[src/sv/pff_pkg.sv]
// shared types and constants of the potential field force block
package pff_pkg;

  localparam int unsigned NUM_OBSTACLES_DEF = 2;
  localparam int unsigned COORD_W = 16;
  localparam int unsigned ENTRY_W = 32;
  localparam int unsigned FORCE_W = 32;
  localparam int unsigned ACC_W   = 48;
  localparam int unsigned REP_W   = 41;
  localparam int unsigned CFG_IDX_W = 3;
  localparam int unsigned IN_DATA_W  = 40;
  localparam int unsigned OUT_DATA_W = 64;

  localparam logic [REP_W-1:0] REP_CAP = REP_W'(64'h100_0000_0000);

  typedef enum logic [CFG_IDX_W-1:0] {
    CFG_GOAL_X   = 3'd0,
    CFG_GOAL_Y   = 3'd1,
    CFG_ATTR_GN  = 3'd2,
    CFG_REP_GN   = 3'd3,
    CFG_RADIUS   = 3'd4
  } cfg_idx_e;

  localparam logic ACT_FORCE = 1'b0;
  localparam logic ACT_LOAD  = 1'b1;

endpackage

[src/sv/pff_isqrt.sv]
// bit-serial integer square root, two bits of input per cycle
module pff_isqrt (
  input  logic        clk_i,
  input  logic        rst_ni,
  input  logic        start_i,
  input  logic [31:0] val_i,
  output logic        done_o,
  output logic [15:0] root_o
);
  import pff_pkg::*;

  logic [31:0] v_q, res_q, bit_q, trial;
  logic        done_q;

  assign trial = res_q + bit_q;

  always_ff @(posedge clk_i or negedge rst_ni) begin
    if (!rst_ni) begin
      bit_q  <= '0;
      done_q <= 1'b0;
    end else begin
      done_q <= (bit_q == 32'd1);
      if (start_i) begin
        bit_q <= 32'h4000_0000;
      end else if (bit_q != '0) begin
        bit_q <= bit_q >> 2;
      end
    end
  end

  always_ff @(posedge clk_i) begin
    if (start_i) begin
      v_q   <= val_i;
      res_q <= '0;
    end else if (bit_q != '0) begin
      if (v_q >= trial) begin
        v_q   <= v_q - trial;
        res_q <= (res_q >> 1) + bit_q;
      end else begin
        res_q <= res_q >> 1;
      end
    end
  end

  assign done_o = done_q;
  assign root_o = res_q[15:0];

endmodule

[config.mk]
export PLATFORM = sky130hd
export DESIGN_NAME = pff_isqrt
export DESIGN_NICKNAME = d
export VERILOG_FILES = /design/src/sv/pff_pkg.sv /design/src/sv/pff_isqrt.sv
export SDC_FILE = /design/constraint.sdc
export NUM_CORES = 1
export LEC_CHECK = 0
export BUFFER_PORTS_ARGS = -buffer_cell sky130_fd_sc_hd__buf_2
export CAP_MARGIN = 10
export CORE_MARGIN = 4
export CORE_UTILIZATION = 45
export CTS_CLUSTER_DIAMETER = 100
export DETAILED_ROUTE_END_ITERATION = 7
export GPL_ROUTABILITY_DRIVEN = 0
export SYNTH_ARGS = -nofsm -noshare
export SYNTH_HDL_FRONTEND = slang
export SYNTH_SLANG_ARGS = --single-unit
[constraint.sdc]
create_clock -name clk_i -period 7.95 [get_ports clk_i]
set_clock_uncertainty 0.15 [all_clocks]
set_input_delay 0.3975 -clock clk_i [delete_from_list [all_inputs] [get_ports clk_i]]
set_output_delay 0.3975 -clock clk_i [all_outputs]
set_load 0.05 [all_outputs]
* Word level (Yosys, flattened, before mapping) *
Cells that the tools add are included.
W data, S select, Z words.

word-level totals
  register bits after elaboration = 97
  output and inout port bits = 17

cells by class
  add/subtract/negate cells = 3
  eq/ne operators = 1
  reduce and logical (&&, ||, !) cells = 4
  $lt $le $gt $ge = 1
  mux-type cells = 6

operators with widths
  operator               number
  $mux W32               6
  $add A31 B32 Y32       1
  $add A32 B32 Y32       1
  $eq A32 B1 Y1 const B  1
  $ge A32 B32 Y1         1
  $reduce_bool A32 Y1    1
  $sub A32 B32 Y32       1
  $reduce_bool A2 Y1     2
  $reduce_and A2 Y1      1

* Longest topological paths before layout *
  depth in word-level cells = 5
  gate-level depth with buffers = 22
  mapped depth without buffers = 19

* Worst setup path before layout *
OpenSTA, ideal clock, no wires.

  kind = register -> register
  start = register res_q[8]
  end = register v_q[0], enable pin
  arrival = 6511 ps
  path buffers = 3
  cell stages (with the launch flop) = 20
  required time = 7334 ps
  path slack = 824 ps
  cells stage by stage = dfxtp_1 > ha_1 > and3_1 > nor4_1 > o21ai_0 > a41o_1 > a31oi_1 > o21bai_1 > a31oi_1 > xor2_1 > ha_1 > clkbuf_1 > nand2_1 > or3_4 > a2111oi_4 > o21a_4 > nor2_4 > buf_2 > buf_2 > o21ai_0

between the ends
  word-level cells in the longest chain between the ends = 4

RTL lines
  element                              line             source
  start: declaration                   pff_isqrt.sv:12  logic [31:0] v_q, res_q, bit_q, trial;
  start signal: assignment             pff_isqrt.sv:38  res_q <= (res_q >> 1) + bit_q;
  start signal: assignment             pff_isqrt.sv:40  res_q <= res_q >> 1;
  $add A32 B32 Y32                     pff_isqrt.sv:15  assign trial = res_q + bit_q;
  $ge A32 B32 Y1                       pff_isqrt.sv:36  if (v_q >= trial) begin
  $reduce_bool A2 Y1 (no source line)  --
  $reduce_and A2 Y1 (no source line)   --
  end signal: assignment               pff_isqrt.sv:33  v_q <= val_i;
  end signal: assignment               pff_isqrt.sv:37  v_q <= v_q - trial;
  end: declaration                     pff_isqrt.sv:12

No other way between the ends.
A chain may end at the register's enable or synchronous reset.

* Worst setup path after layout *
  start = register res_q[8]
  end = register v_q[1], enable pin

The elaborated chain is that of the path after synthesis.

==> run_results.csv <==
group,metric,value,unit
final_layout,syn_to_final_growth,7.84,%
synthesis,avgSynthCellArea,8.29,sq um
worst_setup_path,critPathBufInv,1,
synthesis,synth.area.top_cells,"edfxtp_1 14%, ha_1 12%, dfxtp_1 9.2%, dfrtp_1 6.1%, o21ai_0 5.2%",
sta,final_max_slew_viol_count,0,
drt,viasPerCell,6.03,
synthesis,yosys_warnings,0,
sta,rsz0062_at_grt,"false",
cts,cts.repair.resized,0,
synthesis,synth_edf_count,32,
worst_setup_path,crit_path_top_delay_cell,"nor2_4",
final_layout,drive_above_1_share,0.104,
cts,postCtsSetupBuffers,0,
drt,first_iter_violations,399,
placement,io_buffers,51,
worst_setup_path,worstPathRequired,7850,ps
cts,clk_latency,350,ps
global_routing,met3_usage,0.0445,
sta,fmaxAchievable,0.175,GHz
synthesis,syn-num-nets,945,
placement,pre_cts_ws,2300,ps
cts,cts.sinks,81,
worst_setup_path,end_kind,"flop",
pwr,comb_power_share,0.596,
die,start_util,0.460,
worst_setup_path,rrSetupSlack,2230,ps
pwr,p_int,1.54,mW
synthesis,async_reset_ff_frac,0.210,
cts,tritoncts,"built",
run,maxCapViolCount,0,
synthesis,synth.ff_latch_count,81,
global_routing,use_met1,0.278,
pwr,power.switching,1.39,mW
drt,firstDrtPassIters,5,
global_routing,grtUsageMet2,0.356,
synthesis,synth-seq-area-share,0.290,
synthesis,synthCells,843,
final_layout,fill_cells,1490,
die,die_w,133,um
worst_setup_path,worstSetupStartpointType,"flop",
worst_setup_path,cp_top_family,"compound AO/OA/AOI/OAI gates",
global_routing,grt_max_degree,68,
sta,finalWorstSetupSlack,2230,ps
pwr,p_seq_frac,0.254,
cts,htreeDepth,3,
drt,antenna_left,0,
final_layout,n_antenna_cell,0,
sta,max_slew_margin,0.254,
drt,vias,6303,
synthesis,synthTopCellsByCount,"95 x nand2_1, 75 x nor2_1, 73 x o21ai_0",
synthesis,yosysMostFrequentCell,"nand2_1",
final_layout,regArea,2030,sq um
die,die_y,133,um
global_routing,grt_pass1_wl,30600,um
pwr,power.leakage,3.14,nW
worst_setup_path,cp_cell_sequence,"ha_1 -> and3_1 -> nor4_1 -> o21ai_0 -> a41o_1 -> a31oi_1 -> o21bai_1 -> xnor2_1 -> ha_1 -> a21oi_1 -> o21ai_0 -> o221ai_1 -> nand2_1 -> o21a_4 -> nor2_4 -> o21ai_2 -> buf_4",
die,io_pins,52,
outcome,run_status,"completed",
sta,setup_viol,0,
sta,tightest_slew,1120,ps
drt,drc_errors,0,
global_routing,gr-usage-all-layers,0.213,
worst_hold_path,hold_path_class,"primary input to flop",
final_layout,instances_no_fill,1045,
die,core_area,15200,sq um
cts,cts_max_path_buffers,2,
pwr,netSwitchingFraction,0.474,
pwr,clockPowerShare,0.151,
final_layout,nNetsFinal,954,
sta,final-hold-violation-count,0,
cts,path_clk_slew,60,ps
synthesis,synth_flop_cell,"edfxtp_1",
drt,routed_wl,18600,um
final_layout,multi_input_area,4610,sq um
placement,dp_cells,1028,
worst_setup_path,cp.arrival,5620,ps
synthesis,synth_area,6990,sq um
global_routing,overflow,0,
synthesis,synth.distinct_cells,65,
sta,finalCriticalPeriod,5720,ps
global_routing,grt_pass1_vias,6073,
sta,whs,169,ps
cts,cts_buffers,9,
pwr,power.density,388,nW/um^2
sta,finalSetupTns,0,ps
global_routing,grt_most_used_layer,"met2",
die,die-area,17600,sq um
worst_setup_path,slowest_delay,660,ps
drt,wire_per_inst,17.8,um
worst_setup_path,critPathMaxFanout,36,
die,num_rows,45,
sta,post-route-period-util,0.719,
pwr,ir_worst_vdd,203,uV
placement,hpwl,13900,um
cts,cts-root-buf,"clkbuf_16",
global_routing,grt_antenna_before_repair,0,
synthesis,synth_top_cell_by_area,"edfxtp_1",
worst_setup_path,crit_type,"flop to flop",
synthesis,synth_top_cell_area_share,0.138,
[worst min-delay path, delay by kind of cell]
family          cells  cell delay [ps]
buf+inv             1               70
simple gates        1               40
compound gates      1               50
[cell type report]
class                           count  area share
Clock inverter                      1    0.000664
Tap cell                          188      0.0312
Clock buffer                       15      0.0403
Multi-Input combinational cell    688       0.612
Inverter                           18     0.00897
Sequential cell                    81       0.269
Timing Repair Buffer               54      0.0375
[state kept, by name (all words and copies together) (netlist names)]
register and flops:
bit_q 16, done_o 1, v_q 32, res_q 32
[final timing paths]
check | startpoint | endpoint | cells after the start
setup / recovery | res_q[8] | v_q[1] | 17
setup reg to reg | res_q[8] | v_q[1] | 17
max in group asynchronous | rst_ni | bit_q[28] | 2
min in group asynchronous | rst_ni | bit_q[10] | 2
hold / removal | val_i[24] | v_q[24] | 3
hold reg to reg | res_q[0] | res_q[0] | 2
[repair_timing]
action | CTS | global route
endpoints found under the setup margin | 0 | 0
hold endpoints to repair | 17 | 0
hold buffers | 1 | 0
[logic make-up (layout without fill, tap and decap cells)]
family,count (synthesis),in the layout,share of synthesized area
fa+ha+maj,67,67,0.121
buf+inv,74,88,0.0505
simple gates,261,261,0.172
xor+xnor,64,64,0.0802
flops,81,81,0.290
compound gates,286,286,0.271
mux,10,10,0.0149
[cells in the final DEF (no fill, tap or decap), drive strengths merged, types with 9 or more instances in the layout]
cell,n
xnor2,29
edfxtp,32
o21ai,74
a311oi,10
dfrtp,17
nand4,13
ha,66
nor2b,21
o31ai,17
nand3,13
nand2,95
o21bai,13
nor2,76
clkbuf,15
inv,17
a21o,17
buf,53
o21a,9
or3,15
xor2,35
a31o,9
dfxtp,32
a21oi,55
a31oi,27
a211oi,18
[power by group through the flow]
stage,clock [mW],sequential (mW),combinational (mW)
finish,0.441,0.742,1.74
global route,0.464,0.757,1.95
CTS,0.451,0.741,1.74
detailed placement,0,0.747,1.72
global placement,0,0.745,1.70
floorplan,0,0.692,1.44
[through the flow]
| step | total power, mW | utilization | cell area [sq um] |
|---|---|---|---|
| 5_1_grt | 3.17 | 0.496 | 7540 |
| 3_5_place_dp | 2.47 | 0.475 | 7220 |
| 3_3_place_gp | 2.44 | 0.475 | 7220 |
| 2_1_floorplan | 2.13 | - | 6990 |
| 4_1_cts | 2.93 | 0.496 | 7540 |
| 6_report | 2.93 | 0.496 | 7540 |
[metal layers]
metal | routed length (um) | vias to the layer above
met5 | 0 | -
met4 | 280 | 0
met3 | 984 | 22
met2 | 8840 | 179
met1 | 8490 | 2957
li1 | - | 3145
(Power assumes the default switching activity.)
