[src/sv/pff_pkg.sv]
// shared types and constants of the potential field force block
package pff_pkg;

  localparam int unsigned NUM_OBSTACLES_DEF = 2;
  localparam int unsigned COORD_W = 16;
  localparam int unsigned ENTRY_W = 32;
  localparam int unsigned FORCE_W = 32;
  localparam int unsigned ACC_W   = 48;
  localparam int unsigned REP_W   = 41;
  localparam int unsigned CFG_IDX_W = 3;
  localparam int unsigned IN_DATA_W  = 40;
  localparam int unsigned OUT_DATA_W = 64;

  localparam logic [REP_W-1:0] REP_CAP = REP_W'(64'h100_0000_0000);

  typedef enum logic [CFG_IDX_W-1:0] {
    CFG_GOAL_X   = 3'd0,
    CFG_GOAL_Y   = 3'd1,
    CFG_ATTR_GN  = 3'd2,
    CFG_REP_GN   = 3'd3,
    CFG_RADIUS   = 3'd4
  } cfg_idx_e;

  localparam logic ACT_FORCE = 1'b0;
  localparam logic ACT_LOAD  = 1'b1;

endpackage

[src/sv/pff_div.sv]
// restoring 64 by 64 bit divider, one quotient bit per cycle
module pff_div (
  input  logic        clk_i,
  input  logic        rst_ni,
  input  logic        start_i,
  input  logic [63:0] num_i,
  input  logic [63:0] den_i,
  output logic        done_o,
  output logic [63:0] quo_o
);
  import pff_pkg::*;

  logic [63:0] rem_q, quo_q, den_q;
  logic [6:0]  cnt_q;
  logic        busy_q, done_q;
  logic [64:0] rem_sh, diff;

  assign rem_sh = {rem_q, quo_q[63]};
  assign diff   = rem_sh - {1'b0, den_q};

  always_ff @(posedge clk_i or negedge rst_ni) begin
    if (!rst_ni) begin
      busy_q <= 1'b0;
      done_q <= 1'b0;
      cnt_q  <= '0;
    end else begin
      done_q <= 1'b0;
      if (start_i) begin
        busy_q <= 1'b1;
        cnt_q  <= '0;
      end else if (busy_q) begin
        cnt_q <= cnt_q + 7'd1;
        if (cnt_q == 7'd63) begin
          busy_q <= 1'b0;
          done_q <= 1'b1;
        end
      end
    end
  end

  always_ff @(posedge clk_i) begin
    if (start_i) begin
      rem_q <= '0;
      quo_q <= num_i;
      den_q <= den_i;
    end else if (busy_q) begin
      if (!diff[64]) begin
        rem_q <= diff[63:0];
        quo_q <= {quo_q[62:0], 1'b1};
      end else begin
        rem_q <= rem_sh[63:0];
        quo_q <= {quo_q[62:0], 1'b0};
      end
    end
  end

  assign done_o = done_q;
  assign quo_o  = quo_q;

endmodule

[config.mk]
export PLATFORM = sky130hd
export DESIGN_NAME = pff_div
export DESIGN_NICKNAME = d
export VERILOG_FILES = /design/src/sv/pff_pkg.sv /design/src/sv/pff_div.sv
export SDC_FILE = /design/constraint.sdc
export NUM_CORES = 1
export LEC_CHECK = 0
export ABC_AREA = 1
export BUFFER_PORTS_ARGS = -buffer_cell sky130_fd_sc_hd__buf_2
export CORE_MARGIN = 1
export CORE_UTILIZATION = 40
export DETAILED_ROUTE_END_ITERATION = 10
export PLACE_DENSITY_LB_ADDON = 0.3
export REMOVE_ABC_BUFFERS = 1
export SYNTH_ARGS = -nofsm -noshare
export SYNTH_HDL_FRONTEND = slang
export SYNTH_SLANG_ARGS = --single-unit
export TNS_END_PERCENT = 10
[constraint.sdc]
create_clock -name clk_i -period 5.9 [get_ports clk_i]
set_clock_uncertainty 0.15 [all_clocks]
set_input_delay 0 -clock clk_i [delete_from_list [all_inputs] [get_ports clk_i]]
set_output_delay 0 -clock clk_i [all_outputs]
set_load 0.02 [all_outputs]
Word-level counts from Yosys, hierarchy flattened --
Cells that the tools add are included.
Storage, ports and cells: register bits after elaboration 201, bits in latches 0, memory bits (writable) 0, bits in read-only memories 0, bits of input ports 131, output and inout bits 65, memories 0
Cells by class: add/subtract/negate cells 2, multipliers 0, divide/modulo/power cells 0, $lt $le $gt $ge 0, equality and inequality tests 1, shifts and indexed selects 0, muxes and demuxes 12, bitwise logic cells 0, reduce and logical (&&, ||, !) cells 1
Operator list (count):
- 64-bit two-way mux | 3
- 65-bit by 64-bit subtractor with 65-bit output | 1
- 7-bit two-way mux | 2
- 7-bit by 1-bit adder with 7-bit output, second input constant | 1
- 7-bit by 6-bit == test with 1-bit output, second input constant | 1
- 1-bit two-way mux | 7
- 2-bit nonzero test | 1

Logic depth before layout (Yosys ltp) --
depth in word-level cells 4, depth in mapped cells 21

Worst setup path after synthesis --
No wires, ideal clock.
kind reg2reg, start point register quo_q[63] (netlist: quo_o[63]), end point register quo_q[0] (netlist: quo_o[0]), data pin, setup time 0.266 ns, arrival 2.342 ns, path slack 3.142 ns, cell stages (with the launch flop) 20, buffers on the path 2, period minus slack after synthesis 2.758 ns, cells stage by stage edfxtp_1 -> inv_1 -> ha_1 -> fa_1 -> inv_1 -> nand2_1 -> nand2_1 -> nand3_1 -> nand2_2 -> nand2_1 -> nand2_2 -> nand2_2 -> nand2_2 -> nand2_2 -> nand2_2 -> nand2_1 -> nand2_1 -> buf_6 -> buf_4 -> o21ai_1
On the way: cells in the longest elaborated chain, start to end 4
RTL lines:
- start, declared | line pff_div.sv:13 | logic [63:0] rem_q, quo_q, den_q;
- start signal, assigned | line pff_div.sv:44 | quo_q <= num_i;
- start signal, assigned | line pff_div.sv:49 | quo_q <= {quo_q[62:0], 1'b1};
- start signal, assigned | line pff_div.sv:52 | quo_q <= {quo_q[62:0], 1'b0};
- 65-bit by 64-bit subtractor with 65-bit output | line pff_div.sv:19 | assign diff = rem_sh - {1'b0, den_q};
- 1-bit two-way mux | line pff_div.sv:47 | if (!diff[64]) begin
- 64-bit two-way mux | line pff_div.sv:46 | end else if (busy_q) begin
- 64-bit two-way mux | line pff_div.sv:42 | if (start_i) begin
No other way between the ends. The select of a mux whose other input is x is not followed. A chain may end at the register's enable or synchronous reset.

Final worst setup path --
Ends and elaborated chain as after synthesis.

==> results.ini <==
[setup_path]
r2r_setup_slack_ns = 2.19
rr_worst_depth = 19
cp_data_arrival_time_ns = 3.85
cp-end-kind = flip-flop
path_max_fanout = 65
crit_path_start_kind = flip-flop
critPathKind = reg2reg
cp_data_required_time_ns = 6.04
rr_startpoint = quo_o[63]$_DFFE_PP_
r2r_end = quo_o[0]$_DFFE_PP_

[power_and_ir_drop]
vdd_drop_max_mv = 0.190
power_leakage_nw = 10.3
power_density_mw_per_mm2 = 197
power.total_mw = 3.64

[global_routing]
grt-ovfl-total = 0
grt_pass1_wl_um = 73000
grt_max_degree = 71
first_global_vias = 14300
antenna_found_initial = 0
grt_use_total = 0.241

[hold_path]
hold_path_end = den_q[49]$_DFFE_PP_
hold_path_depth = 2
hp-start = den_i[49]
hold_class = in2reg

[sta]
period_needed_ns = 3.71
finalHoldViolations = 0
drv_slew = 0
fin_crit_sh = 0.629
worstMarginPinSlew_ns = 1.11
tns_ns = 0
max_freq_ghz = 0.270
finalSetupViolations = 0
rsz0062_at_grt = false
slew_headroom = 0.260

[logic_synthesis]
syn-instance-count = 2284
ys_seq_area_frac = 0.364
synth_area_leaders = nand2_1 (27%), edfxtp_1 (26%), inv_1 (12%), dfxtp_1 (8.7%), ha_1 (5.5%)
synth_top_area_cell = nand2_1
synth_seq_cells = 201
ys_warn_count = 0
syn_area_mm2 = 0.0147
ys_types = 37
synth_area_per_cell_um2 = 6.44
synth_top_area_share = 0.265

[detailed_routing]
drt_iter0_drc = 850
ant_nets = 0
num_vias = 14300
routed_wirelength_um = 44800
vias_per_cell = 4.61
dr.pass1.iters = 6
drc = 0
wl_per_cell_um = 14.4

[floorplan]
die_h_um = 194
initial_utilization = 0.410
dieArea_mm2 = 0.0375
core_mm2 = 0.0358
die_x_um = 194
rows = 69
io_pins = 196

[place]
gp_congestion = 0.965
hpwl_um = 33700
portBuffers = 195

[clock_tree]
post_cts.repair.setup_buffers = 0
clock_latency_ns = 0.55
path_clk_slew_ns = 0.06
clock_path_buffers = 3
cts_tree = done
cts_buffers = 24
cts.htree.levels = 1
cts_sinks = 201
cts-root-buf = clkbuf_16
ctsResizeCount = 0

[layout]
nNetsFinal = 2828
layout-drive-gt1-share = 0.129
syn2layout_area_growth_pct = 25.5
fillers = 3608
num_antenna_cells = 0

[flow_run]
maxCapViolations = 0

[outcome]
outcome = finished, final reports clean

[critical path: stages, from the launching register on]
cell	delay, ns
edfxtp_1	0.35
inv_1	0.06
ha_1	0.22
fa_1	0.41
inv_1	0.11
nand2_1	0.06
nand2_1	0.07
nand3_1	0.08
nand2_2	0.11
nand2_1	0.07
nand2_2	0.10
nand2_2	0.06
nand2_2	0.08
nand2_2	0.08
nand2_2	0.08
nand2_1	0.07
nand2_2	0.06
buf_4	0.56
o21ai_1	0.11
dlygate4sd3_1	0.57
[synth_stat cells]
master,count
o21bai_1,1
nand3_1,102
and3_1,2
nor2_1,105
nand3_2,31
nand2_4,1
nor2_4,4
a21oi_2,3
xor2_1,6
clkinv_1,2
nand4_1,8
a21oi_1,51
buf_6,3
nor3_1,15
buf_12,4
inv_1,487
o21ai_1,8
xnor2_1,25
nand2_1,1040
buf_4,3
dfrtp_1,9
o21ai_0,11
clkbuf_1,19
fa_1,1
nor4_2,1
inv_2,8
edfxtp_1,128
nand3b_1,3
nor4_1,2
buf_1,4
buf_2,9
and2_1,6
dfxtp_1,64
ha_1,65
nand2_2,47
nor3_2,1
nor2_2,5
[placed cells by master, fill, tap and decap left out, types with 15 or more instances in the layout]
cell,count
inv_1,486
buf_2,194
clkbuf_16,24
nand2_2,48
nand3_1,102
ha_1,65
a21oi_1,51
dlygate4sd3_1,161
xnor2_1,25
edfxtp_1,128
nor2_1,103
nor3_1,15
nand2_1,1039
nand3_2,31
dfxtp_1,64
[worst max path at each step]
stage                                   start               endpoint  slack (ns)  cells past startpoint
final                     quo_o[63]$_DFFE_PP_     quo_o[0]$_DFFE_PP_        2.19                     19
after global routing      quo_o[63]$_DFFE_PP_     quo_o[0]$_DFFE_PP_        1.87                     19
after CTS                 quo_o[63]$_DFFE_PP_     quo_o[0]$_DFFE_PP_        2.16                     19
after detailed placement  quo_o[63]$_DFFE_PP_  rem_q[8]$_SDFFE_PP0P_        2.58                     19
after global placement    quo_o[63]$_DFFE_PP_  rem_q[8]$_SDFFE_PP0P_        2.70                     19
after floorplan              busy_q$_DFF_PN0_     quo_o[0]$_DFFE_PP_        1.01                      2
[area by class of cell]
cell class / instances / area, µm² / share of cell area
clock buffer: 29 / 629 / 0.0341
clock inverter: 15 / 151 / 0.00820
tap: 461 / 577 / 0.0313
sequential: 201 / 5350 / 0.290
multi-input combinational: 1544 / 7240 / 0.392
inverter: 497 / 1870 / 0.101
timing repair buffer: 363 / 2640 / 0.143
[flip-flops by register name, indices dropped and copies added (netlist names)]
name / cells
den_q: 64
quo_o: 64
rem_q: 64
cnt_q: 7
busy_q: 1
done_o: 1
[metal layers]
metal,GRT usage,vias up,share of wire
li1,-,7508,-
met3,0.0447,61,0.064
met2,0.413,428,0.46
met1,0.311,6332,0.45
met5,0,-,0
met4,0.0628,0,0.026
[per-stage QoR]
step                      cells  setup WS [ns]  instance area [µm²]  hold slack [ns]  utilization
after floorplan            2242           1.01                14400           -0.446            -
after global placement     2905           2.70                16100           -0.286        0.448
after detailed placement   2905           2.58                16100           -0.286        0.448
after CTS                  3110           2.16                18500        0.0000612        0.515
after global routing       3110           1.87                18500          0.00397        0.515
final                      3110           2.19                18500           0.0258        0.515
[cells by family (layout without fill, tap and decap cells)]
group / Yosys count / after routing / share of synthesized area
AO/OA/AOI/OAI: 74 / 74 / 0.0261
XOR/XNOR: 31 / 31 / 0.0185
adder cells (fa/ha/maj): 66 / 66 / 0.0567
buffers and inverters: 539 / 904 / 0.145
flip-flops: 201 / 201 / 0.364
AND/OR/NAND/NOR: 1373 / 1373 / 0.390
[timing repair]
action                                 in CTS  in global routing
hold buffers                              161                  0
setup endpoints to repair                   0                  0
endpoints found under the hold margin     161                  0
[power by group]
group | total, mW | switching (mW) | internal [mW]
Combinational | 0.552 | 0.329 | 0.223
Sequential | 1.62 | 0.0389 | 1.59
Clock | 1.46 | 0.611 | 0.852
No activity file was read; power rests on OpenSTA's default activity.
