==> src/sv/pff_pkg.sv <==
// shared types and constants of the potential field force block
package pff_pkg;

  localparam int unsigned NUM_OBSTACLES_DEF = 2;
  localparam int unsigned COORD_W = 16;
  localparam int unsigned ENTRY_W = 32;
  localparam int unsigned FORCE_W = 32;
  localparam int unsigned ACC_W   = 48;
  localparam int unsigned REP_W   = 41;
  localparam int unsigned CFG_IDX_W = 3;
  localparam int unsigned IN_DATA_W  = 40;
  localparam int unsigned OUT_DATA_W = 64;

  localparam logic [REP_W-1:0] REP_CAP = REP_W'(64'h100_0000_0000);

  typedef enum logic [CFG_IDX_W-1:0] {
    CFG_GOAL_X   = 3'd0,
    CFG_GOAL_Y   = 3'd1,
    CFG_ATTR_GN  = 3'd2,
    CFG_REP_GN   = 3'd3,
    CFG_RADIUS   = 3'd4
  } cfg_idx_e;

  localparam logic ACT_FORCE = 1'b0;
  localparam logic ACT_LOAD  = 1'b1;

endpackage

==> src/sv/pff_cell.sv <==
// one obstacle slot of the rotating obstacle chain
module pff_cell (
  input  logic                        clk_i,
  input  logic                        load_i,
  input  logic                        shift_i,
  input  logic [pff_pkg::ENTRY_W-1:0] load_data_i,
  input  logic [pff_pkg::ENTRY_W-1:0] shift_data_i,
  output logic [pff_pkg::ENTRY_W-1:0] entry_o
);
  import pff_pkg::*;

  logic [ENTRY_W-1:0] entry_q;

  always_ff @(posedge clk_i) begin
    if (load_i) begin
      entry_q <= load_data_i;
    end else if (shift_i) begin
      entry_q <= shift_data_i;
    end
  end

  assign entry_o = entry_q;

endmodule

==> config.mk <==
export PLATFORM = sky130hd
export DESIGN_NAME = pff_cell
export DESIGN_NICKNAME = d
export VERILOG_FILES = /design/src/sv/pff_pkg.sv /design/src/sv/pff_cell.sv
export SDC_FILE = /design/constraint.sdc
export NUM_CORES = 1
export LEC_CHECK = 0
export BUFFER_PORTS_ARGS = -buffer_cell sky130_fd_sc_hd__buf_2
export CORE_UTILIZATION = 41
export DETAILED_ROUTE_END_ITERATION = 10
export GPL_ROUTABILITY_DRIVEN = 0
export HOLD_SLACK_MARGIN = 0.15
export PLACE_DENSITY = 0.78
export SETUP_SLACK_MARGIN = 0.5
export SLEW_MARGIN = 20
export SYNTH_ARGS = -nofsm -noshare
export SYNTH_HDL_FRONTEND = slang
export SYNTH_SLANG_ARGS = --single-unit
==> constraint.sdc <==
create_clock -name clk_i -period 1.69 [get_ports clk_i]
set_clock_uncertainty 0.1 [all_clocks]
set_input_delay 0 -clock clk_i [delete_from_list [all_inputs] [get_ports clk_i]]
set_output_delay 0 -clock clk_i [all_outputs]
set_load 0.005 [all_outputs]
# Word-level counts from Yosys, hierarchy flattened
# Index checks and enable logic that the tools add are counted.
word_totals:
  ff_bits: 32
  inputBits: 67
  out_inout_bits: 32
  word_cells: 4
classes:
  n_mux: 2
  reduce_logical: 1
ops:
  columns: ["op", "count"]
  rows:
  - ["$mux 32", 2]
  - ["$reduce_bool 2->1", 1]

# Longest topological paths before layout
# Gate-level depths: netlist (run 1).
depth:
  word_depth: 2
  depth_mapped: 3

# Least setup slack after synthesis (run 1)
# Ideal clock, no wire load.
synth_path:
  path_kind: "input port to flip-flop"
  start: "in load_i"
  end: "reg entry_q[0] (netlist: entry_o[0]) (enable)"
  setup_ps: 390
  t_arrival_ps: 1022
  setup_slack_ps: 177
  cell_stages: 3
  n_path_buf: 2
  cell_sequence: "buf_6 -> buf_12 -> or2_1"
synth_via:
  elab_chain_cells: 1
synth_rtl:
  columns: ["item", "line_no", "source"]
  rows:
  - ["start: declaration", "pff_cell.sv:4", "input logic load_i,"]
  - ["$reduce_bool 2->1 (no source line)", null, null]
  - ["end signal: assignment", "pff_cell.sv:16", "entry_q <= load_data_i;"]
  - ["end signal: assignment", "pff_cell.sv:18", "entry_q <= shift_data_i;"]
  - ["end: declaration", "pff_cell.sv:12", "logic [ENTRY_W-1:0] entry_q;"]
# Every way passes these cells.
# A chain may end at the register's enable or synchronous reset.

# Worst setup path in the final report (run 1)
layout_path:
  start: "in shift_data_i[28] (netlist name)"
  end: "reg entry_q[28] (netlist: entry_o[28]) (data pin)"
layout_via:
  elab_chain_cells: 2
layout_rtl:
  columns: ["item", "line_no", "source"]
  rows:
  - ["start: declaration", "pff_cell.sv:7", "input logic [pff_pkg::ENTRY_W-1:0] shift_data_i,"]
  - ["$mux 32", "pff_cell.sv:17", "end else if (shift_i) begin"]
  - ["$mux 32", "pff_cell.sv:15", "if (load_i) begin"]
# Every way passes these cells. The select of a mux whose other input is x is not followed.

==> results of run 1 <==
## layout make-up
class / count / area, um^2
fillers: 200 / 705.7
flip-flops and latches: 32 / 960.9
clock buffers: 5 / 68.82
multi-input cells: 33 / 478.0
well taps: 46 / 57.56
repair buffers: 164 / 1171
## cell usage after synthesis
| master | number | area, um^2 |
|---|---|---|
| mux2_2 | 3 | 33.78 |
| buf_12 | 3 | 60.06 |
| edfxtp_1 | 32 | 960.9 |
| or2_1 | 1 | 6.260 |
| mux2_4 | 29 | 435.4 |
| buf_6 | 1 | 11.26 |
## per-layer routing
layer,up-vias,share of wire,GRT usage
met4,0,0.034,0.1221
met5,-,0,0
met3,15,0.060,0.06387
li1,600,-,-
met2,76,0.57,0.4986
met1,614,0.34,0.2095
## worst max-delay path, cell delays in order
cell,delay (ns)
dlygate4sd3_1,0.55
buf_2,0.13
mux2_4,0.26
## cells by family after synthesis
family	count (synthesis)	share of synthesized area
mux	32	0.3112
buf+inv	4	0.04730
simple gates	1	0.004152
flops	32	0.6373
## report_power, final
| group | switching, mW | internal [mW] |
|---|---|---|
| logic | 0.144 | 0.299 |
| registers | 0.0247 | 0.976 |
| clock network | 0.235 | 0.264 |
## worst min path at each step
stage	from	slack, ns	to	cells past startpoint
global route	load_i	0.13	entry_o[13]	2
finish	load_i	0.13	entry_o[17]	2
floorplan	load_data_i[0]	0.12	entry_o[0]	1
global placement	shift_data_i[9]	0.20	entry_o[9]	2
detailed placement	load_data_i[25]	0.20	entry_o[25]	2
CTS	load_i	0.13	entry_o[13]	2
## through the flow
stage          worst slack (ns)  total power [mW]  hold WS [ns]  instance area [um^2]  utilization
5_1_grt                  0.6599             2.022        0.1293                  2736       0.7950
3_5_place_dp             0.5106             1.335        0.2038                  2027       0.5889
3_3_place_gp             0.5654             1.323        0.2013                  2027       0.5889
4_1_cts                  0.7048             1.946        0.1265                  2736       0.7950
2_1_floorplan            0.6610             1.168        0.1175                  1510            -
6_report                 0.6661             1.943        0.1305                  2736       0.7950
## cell usage in the layout, fill, tap and decap left out
cell | Yosys | routed
buf_12 | 3 | 2
buf_2 | 0 | 98
clkbuf_8 | 0 | 5
dlygate4sd3_1 | 0 | 64
edfxtp_1 | 32 | 32
mux2_2 | 3 | 3
mux2_4 | 29 | 29
or2_4 | 0 | 1
==> flow_summary.json, run 1 <==
{
  "status": "complete, no violations",
  "rows": 21,
  "yosysWarnings": 0,
  "overflow": 0,
  "netlist-cell-type-count": 6,
  "start_util": 0.4380,
  "syn_nets": 136,
  "startpoint": "shift_data_i[28]",
  "die_x_um": 62.64,
  "wl_um": 4319,
  "startpoint_type": "primary input",
  "avgRoutedWirePerCell_um": 15.43,
  "largest_reg_flops": 32,
  "n_antenna_cell": 0,
  "tightest_slew_ns": 0.4243,
  "end_kind": "register",
  "port-buffer-count": 98,
  "cts_buffer_depth": 2,
  "drc": 0,
  "finalSetupViolations": 0,
  "fin_crit_ns": 1.024,
  "gr-usage-all-layers": 0.2441,
  "yosysSeqAreaShare": 0.6373,
  "grt_antenna_before_repair": 0,
  "syn_inst": 69,
  "cts_tree": "yes",
  "syn_area_mm2": 0.001508,
  "critPathKind": "in2reg",
  "first_pass_iters": 4,
  "relSlewSlack": 0.7171,
  "dp_cells": 211,
  "grt_pass1_vias": 1477,
  "avgSynthCellArea_um2": 21.85,
  "cts_resized": 0,
  "clk_pin_slew_ns": 0.06,
  "cts.sinks": 32,
  "viasPerCell": 4.661,
  "vias": 1305,
  "finalCritPeriodShare": 0.6058,
  "ios": 99,
  "path_max_fanout": 1,
  "fp.dieArea_mm2": 0.003924,
  "setup_tns_ns": 0,
  "cp_data_arrival_time_ns": 0.94,
  "endpoint": "entry_o[28]",
  "dr.first_iter.drc_count": 40,
  "p_per_area_mw_per_mm2": 710.1,
  "die_h_um": 62.64,
  "hold_viol": 0,
  "ant_nets": 0,
  "htreeDepth": 2,
  "core_area_mm2": 0.003442,
  "cts_buffers": 5,
  "drive_gt1_frac": 0.5897,
  "p_leak_nw": 1.287,
  "cp.required_ns": 1.61,
  "peakVddDrop_mv": 0.4734,
  "hold_class": "in2reg",
  "fin_nets": 303,
  "postCtsSetupBuffers": 0,
  "grt_max_degree": 33,
  "rsz0062_at_grt": "no",
  "max_freq_mhz": 976.7,
  "final_cell_count_no_fill": 280,
  "hold_buffers": 64,
  "clockRootBuffer": "clkbuf_8",
  "cap_violations": 0,
  "area_delta_synth_final_pct": 81.49,
  "grt_pass1_wl_um": 6975,
  "drv_slew": 0,
  "ys_ff_latch": 32
}
Note: power is estimated with default switching activity, not from simulation.
==> run 2, diff against run 1 <==
CORE_UTILIZATION = 37   (was 41)
PLACE_DENSITY = 0.75   (was 0.78)
clock period = 0.8 ns   (was 1.69 ns; I/O delays follow)
==> run 2 against run 1 <==
The run now ends with negative hold slack, negative setup slack left. Routed wire length down 23%. Die area up 10%. Final cell count down 18%. Via count down 18%. Sequential share of layout area up 7.1 points. Clock power up 130%. Total power up 110%. Sequential power up 110%. Hold slack worse by 0.21 ns. Setup slack worse by 0.75 ns. Critical path type is now reg2out.
==> flow_summary.json, run 2 (same netlist as run 1, synthesis figures left out) <==
{
  "rsz0062_at_grt": "yes",
  "grt_max_degree": 10,
  "ant_nets": 0,
  "ios": 99,
  "crit_slowest_cell": "edfxtp_1",
  "port-buffer-count": 98,
  "p_total_mw": 4.032,
  "final_common_cell": "buf_2",
  "end_kind": "primary output",
  "path_max_fanout": 1,
  "dp_hpwl_um": 2382,
  "place_area_mm2": 0.002037,
  "dr.first_iter.drc_count": 53,
  "avgRoutedWirePerCell_um": 14.50,
  "finalCritPeriodShare": 1.110,
  "finalSetupViolations": 32,
  "die_h_um": 65.84,
  "fin_nets": 247,
  "violations": "negative hold slack, negative setup slack",
  "path_buf_inv": 1,
  "rows": 22,
  "drive_gt1_frac": 0.8066,
  "max_freq_mhz": 1126,
  "cts_tree": "yes",
  "htreeDepth": 2,
  "layout_common_cells": "buf_2, mux2_4, edfxtp_1",
  "hold-worst-slack_ns": -0.08044,
  "post-route-util": 0.6035,
  "p_leak_nw": 1.105,
  "largest_reg_flops": 32,
  "fin_crit_ns": 0.8880,
  "drv_slew": 0,
  "drc": 0,
  "vias": 1073,
  "status": "finished with violations",
  "final_cell_area_mm2": 0.002276,
  "worstPathCellList": "buf_2",
  "cp.required_ns": 0.70,
  "fp.dieArea_mm2": 0.004334,
  "wl_um": 3320,
  "grt_pass1_wl_um": 5030,
  "overflow": 0,
  "first_pass_iters": 4,
  "startpoint_type": "register",
  "relSlewSlack": 0.9130,
  "grt_pass1_vias": 1102,
  "hold_class": "in2reg",
  "clk_pin_slew_ns": 0.07,
  "cts_buffers": 5,
  "cp_data_arrival_time_ns": 0.79,
  "cts.sinks": 32,
  "setup_slack_ns": -0.08804,
  "viasPerCell": 4.686,
  "crit_family": "flip-flops",
  "start_util": 0.3998,
  "tightest_slew_ns": 0.1305,
  "core_area_mm2": 0.003771,
  "clockRootBuffer": "clkbuf_8",
  "cap_violations": 0,
  "n_antenna_cell": 0,
  "grt_antenna_before_repair": 0,
  "cts_buffer_depth": 2,
  "peakVddDrop_mv": 0.8801,
  "die_x_um": 65.84,
  "area_delta_synth_final_pct": 50.95,
  "gr-usage-all-layers": 0.1695,
  "slowest_delay_ns": 0.38,
  "p_per_area_mw_per_mm2": 1772,
  "critPathKind": "reg2out",
  "hold_viol": 32
}
[run 2: final timing paths]
kind                       startpoint     endpoint  slack [ns]  cells after the start
worst max-delay path      entry_o[16]  entry_o[16]       -0.09                      1
worst min-delay path  load_data_i[17]  entry_o[17]       -0.08                      2
[run 2: repair_timing]
| item | in CTS | in global routing |
|---|---|---|
| pin swaps | 3 | 1 |
| gates cloned | 5 | 0 |
| endpoints found under the hold margin | 64 | 64 |
| endpoints found under the setup margin | 96 | 96 |
| gates resized for setup | 19 | 1 |
| buffers inserted | 2 | 0 |
[run 2: cell type report]
type                            count  area, um^2
Clock inverter                      1       3.754
Sequential cell                    32       960.9
Multi-Input combinational cell     36       515.5
Clock buffer                        7       76.32
Tap cell                           48       60.06
Timing Repair Buffer              105       659.4
Fill cell                         306        1495
[run 2: through the flow]
step | cells | worst slack (ns) | setup TNS [ns]
after global placement | 214 | -0.2352 | -14.02
after CTS | 229 | -0.1048 | -2.529
final | 229 | -0.08804 | -2.129
after detailed placement | 214 | -0.2850 | -16.38
after global routing | 229 | -0.1334 | -3.426
after floorplan | 69 | -0.1997 | -9.185
[run 2: power by group]
group	switching, mW	internal (mW)
logic	0.265	0.508
clock network	0.551	0.605
registers	0.0450	2.06
total	0.860	3.17
[run 2: routing by layer]
metal  GRT usage  wire length [um]  vias up
met4     0.09239               109        0
li1            -                 -      498
met3     0.07414               323       10
met2      0.2895              1746       70
met5           0                 0        -
met1      0.1715              1140      495
